### config.mk
export PLATFORM = sky130hd
export DESIGN_NAME = float32_add_multiply_unit_top
export DESIGN_NICKNAME = d
export VERILOG_FILES = /design/src/rtl/fau_pkg.sv /design/src/rtl/float32_add_multiply_unit_top.sv /design/src/rtl/fau_norm.sv
export SDC_FILE = /design/constraint.sdc
export NUM_CORES = 2
export LEC_CHECK = 0
export BUFFER_PORTS_ARGS = -buffer_cell sky130_fd_sc_hd__buf_4
export CORE_UTILIZATION = 35
export CTS_CLUSTER_DIAMETER = 150
export DETAILED_ROUTE_END_ITERATION = 8
export HOLD_SLACK_MARGIN = 0.06
export SKIP_CTS_REPAIR_TIMING = 1
export SLEW_MARGIN = 20
export SYNTH_ARGS = -nofsm -noshare
export SYNTH_HDL_FRONTEND = slang
export SYNTH_SLANG_ARGS = --single-unit
### constraint.sdc
create_clock -name clk -period 8.3 [get_ports clk]
set_input_delay 1.66 -clock clk [delete_from_list [all_inputs] [get_ports clk]]
set_output_delay 1.66 -clock clk [all_outputs]
set_load 0.03 [all_outputs]
### src/rtl/fau_pkg.sv
// Package: shared constants, status codes and stage types for the float add/multiply unit.
`default_nettype none
package fau_pkg;
	localparam int unsigned FracBits = 23;
	localparam int unsigned ExpBias  = 127;
	localparam int unsigned ManWidth = 48;
	localparam int unsigned ExpWidth = 10;
	localparam logic [31:0] FracMask = 32'h007f_ffff;
	localparam logic [31:0] ExpMask  = 32'h7f80_0000;

	localparam logic REQ_ADD = 1'b0;
	localparam logic REQ_MUL = 1'b1;

	localparam logic [1:0] STATUS_OK   = 2'd0;
	localparam logic [1:0] STATUS_OVER = 2'd1;
	localparam logic [1:0] STATUS_UNDER = 2'd2;

	// Raw mantissa/exponent beat between the arithmetic stage and the normalizer
	typedef struct packed {
		logic                       sgn;
		logic signed [ExpWidth-1:0] exp;
		logic [ManWidth-1:0]        man;
	} raw_t;
endpackage
`default_nettype wire

### src/rtl/float32_add_multiply_unit_top.sv
// Top level: single-precision add/multiply with truncation, two-stage pipeline.
// The accepted start passes the stage 1 register and then the result register before the result_valid strobe.
// Throughput: one operation per cycle; busy is held low, start is taken every cycle.
// Stage 1 forms the aligned sum or 24x24 product; stage 2 normalizes and packs.
// Reset (arst_n low) clears the valid pipeline only; results in flight are dropped.
// The receiver cannot stall: each result is shown for exactly one cycle.
`default_nettype none
module float32_add_multiply_unit_top (
	input  wire         clk,
	input  wire         arst_n,
	input  wire         start,
	output logic        busy,
	input  wire         req_type,
	input  wire  [31:0] left_bits,
	input  wire  [31:0] right_bits,
	output logic        result_valid,
	output logic [31:0] result_bits,
	output logic [1:0]  range_status
);
	logic               a_sgn, b_sgn;
	logic signed [9:0]  a_exp, b_exp;
	logic [23:0]        a_man, b_man;
	logic               a_big;
	logic               big_sgn, sml_sgn;
	logic signed [9:0]  big_exp;
	logic [23:0]        big_man, sml_man;
	logic [9:0]         align_sh;
	logic [23:0]        sml_al;
	logic [47:0]        prod;
	fau_pkg::raw_t      raw_d, raw_s1;
	logic               vld_s1;
	logic [31:0]        res_d;
	logic [1:0]         st_d;

	assign busy = 1'b0;

	// Unpack with implied leading one
	assign a_sgn = left_bits[31];
	assign b_sgn = right_bits[31];
	assign a_exp = 10'(signed'({2'b00, left_bits[30:23]})) - 10'sd127;
	assign b_exp = 10'(signed'({2'b00, right_bits[30:23]})) - 10'sd127;
	assign a_man = {1'b1, left_bits[22:0]};
	assign b_man = {1'b1, right_bits[22:0]};

	// Magnitude order; right wins a full tie
	assign a_big    = (a_exp > b_exp) || ((a_exp == b_exp) && (a_man > b_man));
	assign big_sgn  = a_big ? a_sgn : b_sgn;
	assign sml_sgn  = a_big ? b_sgn : a_sgn;
	assign big_exp  = a_big ? a_exp : b_exp;
	assign big_man  = a_big ? a_man : b_man;
	assign sml_man  = a_big ? b_man : a_man;
	assign align_sh = 10'(big_exp - (a_big ? b_exp : a_exp));
	assign sml_al   = (align_sh >= 10'd24) ? 24'd0 : (sml_man >> align_sh[4:0]);

	assign prod = 48'(a_man) * 48'(b_man);

	// Arithmetic stage select
	always_comb begin
		if (req_type == fau_pkg::REQ_MUL) begin
			raw_d.sgn = a_sgn ^ b_sgn;
			raw_d.exp = a_exp + b_exp - 10'sd23;
			raw_d.man = prod;
		end else begin
			raw_d.sgn = big_sgn;
			raw_d.exp = big_exp;
			raw_d.man = (big_sgn == sml_sgn) ? 48'(big_man) + 48'(sml_al)
				: 48'(big_man) - 48'(sml_al);
		end
	end

	// Stage 1 register
	always_ff @(posedge clk or negedge arst_n) begin
		if (!arst_n) begin
			vld_s1 <= 1'b0;
		end else begin
			vld_s1 <= start && !busy;
		end
	end

	always_ff @(posedge clk) begin
		raw_s1 <= raw_d;
	end

	fau_norm u_norm (
		.raw          (raw_s1),
		.result_bits  (res_d),
		.range_status (st_d)
	);

	// Result register
	always_ff @(posedge clk or negedge arst_n) begin
		if (!arst_n) begin
			result_valid <= 1'b0;
		end else begin
			result_valid <= vld_s1;
		end
	end

	always_ff @(posedge clk) begin
		result_bits  <= res_d;
		range_status <= st_d;
	end

	// Checks
	a_lat: assert property (@(posedge clk) disable iff (!arst_n)
		start |-> ##2 result_valid) else $error("result strobe missing");
	a_nostrobe: assert property (@(posedge clk) disable iff (!arst_n)
		!vld_s1 |=> !result_valid) else $error("spurious result");
	a_over: assert property (@(posedge clk) disable iff (!arst_n)
		(result_valid && range_status == fau_pkg::STATUS_OVER) |-> result_bits[30:23] == 8'hff)
		else $error("overflow not saturated");
	a_under: assert property (@(posedge clk) disable iff (!arst_n)
		(result_valid && range_status == fau_pkg::STATUS_UNDER) |-> result_bits[30:23] == 8'h00)
		else $error("underflow not saturated");
endmodule
`default_nettype wire

### src/rtl/fau_norm.sv
// Normalizer: leading-one detect, truncating shift and exponent packing with saturation.
`default_nettype none
module fau_norm (
	input  wire fau_pkg::raw_t raw,
	output logic [31:0]        result_bits,
	output logic [1:0]         range_status
);
	logic [5:0]         lead;
	logic [5:0]         lsh;
	logic [47:0]        shifted;
	logic signed [11:0] biased;
	logic [7:0]         field;

	// Leading-one position, highest set bit wins
	always_comb begin
		lead = 6'd0;
		for (int i = 0; i < 48; i++) begin
			if (raw.man[i]) lead = 6'(i);
		end
	end

	// Put the leading one at bit 47; fraction sits just below it
	assign lsh     = 6'd47 - lead;
	assign shifted = raw.man << lsh;
	assign biased  = 12'(raw.exp) + 12'(signed'({1'b0, lead}))
		+ 12'(fau_pkg::ExpBias) - 12'(fau_pkg::FracBits);

	// Saturate the exponent field and pack
	always_comb begin
		if (raw.man == '0) begin
			field        = 8'd0;
			range_status = fau_pkg::STATUS_OK;
			result_bits  = 32'd0;
		end else begin
			if (biased > 12'sd255) begin
				field        = 8'hff;
				range_status = fau_pkg::STATUS_OVER;
			end else if (biased < 12'sd0) begin
				field        = 8'h00;
				range_status = fau_pkg::STATUS_UNDER;
			end else begin
				field        = biased[7:0];
				range_status = fau_pkg::STATUS_OK;
			end
			result_bits = {raw.sgn, field, shifted[46:24]};
		end
	end
endmodule
`default_nettype wire

==> metrics.md <==
| Metric | Value |
|---|---|
| Iteration-0 DRC count of the detailed router | between 1500 and 2000 |
| Global-route wire length before repair | ~150000 um |
| CP endpoint | raw_s1[23] |
| Die Y-Extent | roughly 300 um |
| Min-Delay Path Class | reg2reg |
| Synth-to-layout area growth | 24.0% |
| Post-DP HPWL | roughly 80000 um |
| Final non-filler cell total | ~5200 |
| Routed length per instance | 18.1 um |
| DR DRC count | 0 |
| Final Cell Area | between 0.03 and 0.04 sq mm |
| Hold Startpoint | vld_s1 |
| Synth area leaders | fa_1, ha_1, inv_1 |
| Die width | between 200 and 300 um |
| TritonCTS clock tree | done |
| IO Pins | approximately 100 |
| Seq/Total Area, Yosys | 0.0629 |
| Post-synthesis async set-or-reset flop share | 0.0211 |
| DP Worst Slack | -1.03 ns |
| Vias in the first global route | between 20000 and 30000 |
| Routed wl met2 | about 46000 um |
| Gr ovfl total | 0 |
| Rel. slew slack | 0.332 |
| Drt first pass iters | 8 |
| Vias per std cell | about 5.0 |
| Hold slack | ~0.35 ns |
| Commonest non-fill, non-tap cell in the layout | inv_1 |
| Placed insts | 5169 |
| CTS Buf Count | 9 |
| Status | finished, violations left |
| Internal reg-to-reg setup slack | slightly below 2 ns |
| Top cell type's share of synthesized area | 0.320 |
| Area of placed instances | roughly 0.036 sq mm |
| Critical path origin | right_bits[28] |
| Failing checks | negative setup slack |
| Min Tclk post-route | around 8.4 ns |
| Worst EP required | roughly 8.6 ns |
| Reg2reg end | result_bits[23] |
| Reg2reg start | raw_s1[24] |
| Max cap viols | 0 |
| Die Area | about 0.088 sq mm |
| RSZ-0062 raised after global routing | yes |
| Clock tree buffer depth | 2 |
| Row count | roughly 110 |
| WL final | about 94000 um |
| Post-Synthesis Cell Area | between 0.03 and 0.04 sq mm |
| Setup violators final | 18 |
| Share of cells above drive strength 1 | 0.205 |
| Syn Area/Cell | 8.40 sq um |
| Vias | roughly 26000 |
| Clk root buf | clkbuf_16 |
| Largest net degree at the start of global routing | 64 |
| Clk_skew | between 0.007 and 0.008 ns |
| H-tree depth | 3 |
| Seq cells post-synth | 95 |
| Crit path launch type | primary input |
| Critical path type | in2reg |
| FMAX | 0.119 GHz |
| Post-synth cell types | 96 |
| Synthesized instance count | approximately 3600 |
| Final RePlAce weighted congestion | roughly 0.94 |
| R2R cell count | 23 |
| YS warnings | 0 |
| Initial antenna violation count | 1 |
| Metal3 WL | between 4000 and 5000 um |
| CP endpoint kind | flip-flop |
| WL met1 | around 42000 um |
| Cell taking the most area after synthesis | fa_1 |
| Crit path max fanout | 8 |
| Max stage delay cell, worst path | or4_1 |
| Synth Flop Type | dfxtp_1 |
| Gr usage total | 0.208 |
| Syn_nets | about 4500 |
| DR top layer | met5 |
| Final Cycle Share | 1.01 |
| Nets | 4935 |
| Highest-count cells in the layout ignoring fill and taps | inv_1, buf_4, fa_1 |
| Number of synthesized flops with an enable pin | 0 |
| Fin. max-slew vios | 0 |
| IO Port Bufs | just over 100 |
| Core box area | 0.0857 sq mm |
| CTS sink count | 95 |
| Pin slew with the least headroom to its limit | between 1 and 1.5 ns |
| Diodes inserted | 0 |
| Worst setup margin | -0.105 ns |
| Fillers | around 8500 |
| Initial Util | 0.355 |
| Post-route ant nets | 0 |
| Fin. Hold Viols | 0 |
| Max incr delay on CP | around 0.57 ns |
| Worst-Skew Late Latency | ~0.36 ns |
| Clock-pin slew on the worst setup and hold paths | about 0.07 ns |
| WP data arrival | slightly below 9 ns |
[cell type report]
class                      count  area [sq um]  share of cell area
sequential                    95          1910              0.0507
multi-input combinational   2697         26100               0.692
inverter                     648          2430              0.0645
tap                         1144          1430              0.0379
clock inverter                 7          62.6             0.00166
timing repair buffer         629          5550               0.147
clock buffer                   9           225             0.00597
[cell usage after synthesis, drive strengths merged (19+ instances only)]
cell type	count
inv	647
fa	486
nand2	437
ha	301
and2	208
mux2i	197
nor2	165
clkbuf	156
a21oi	149
o21ai	127
dfxtp	93
xnor2	72
a21o	43
nand3	40
o22ai	39
nor3	37
a211oi	36
nor2b	31
xor2	28
buf	25
o21bai	23
nor4	20
nand2b	19
o21a	19
or3	19
[sequential cells by signal, indices dropped and copies added (netlist names)]
name	count
result_bits	32
vld_s1	1
raw_s1	59
result_valid	1
range_status	2
[cell families (layout without fill, tap and decap cells)]
kind of cell | after synthesis | after routing | share of synthesized area
fa+ha+maj | 788 | 788 | 0.444
compound gates | 564 | 564 | 0.126
simple gates | 1029 | 1029 | 0.162
other cells | 1 | 1 | 0.000123
xor+xnor | 100 | 100 | 0.0294
mux | 215 | 215 | 0.0724
buf+inv | 829 | 1293 | 0.103
flops | 95 | 95 | 0.0629
[through the flow]
stage / util / TNS [ns]
2_1_floorplan: - / -12.31
3_3_place_gp: 0.419 / -22.15
3_5_place_dp: 0.419 / -23.96
4_1_cts: 0.422 / -11.82
5_1_grt: 0.440 / -7.71
6_report: 0.440 / -0.617
[how the worst min path moves through the flow]
stage                     slack [ns]           end  cells after the start
after detailed placement        0.34  result_valid                      0
after floorplan                 0.33  result_valid                      0
after global routing            0.37  result_valid                      0
after global placement          0.34  result_valid                      0
final                           0.35  result_valid                      0
after CTS                       0.36  result_valid                      0
[routing by layer]
layer / track usage / vias to the layer above
met5: 0 / -
met4: 0.0349 / 2
met3: 0.0175 / 111
met2: 0.358 / 629
met1: 0.286 / 13100
li1: - / 12500
[worst max-delay path: cells and delay by family]
family	cells	cell delay, ns
AOI/OAI and AO/OA	13	2.40
xor gates and xnor gates	1	0.18
adders and majority gates	2	0.66
buffers and inverters	6	0.77
and+or+nand+nor	10	2.99
Power is left out: the tool's default activity adds up to more than one toggle a clock period on the data nets, which glitch-free logic cannot reach.
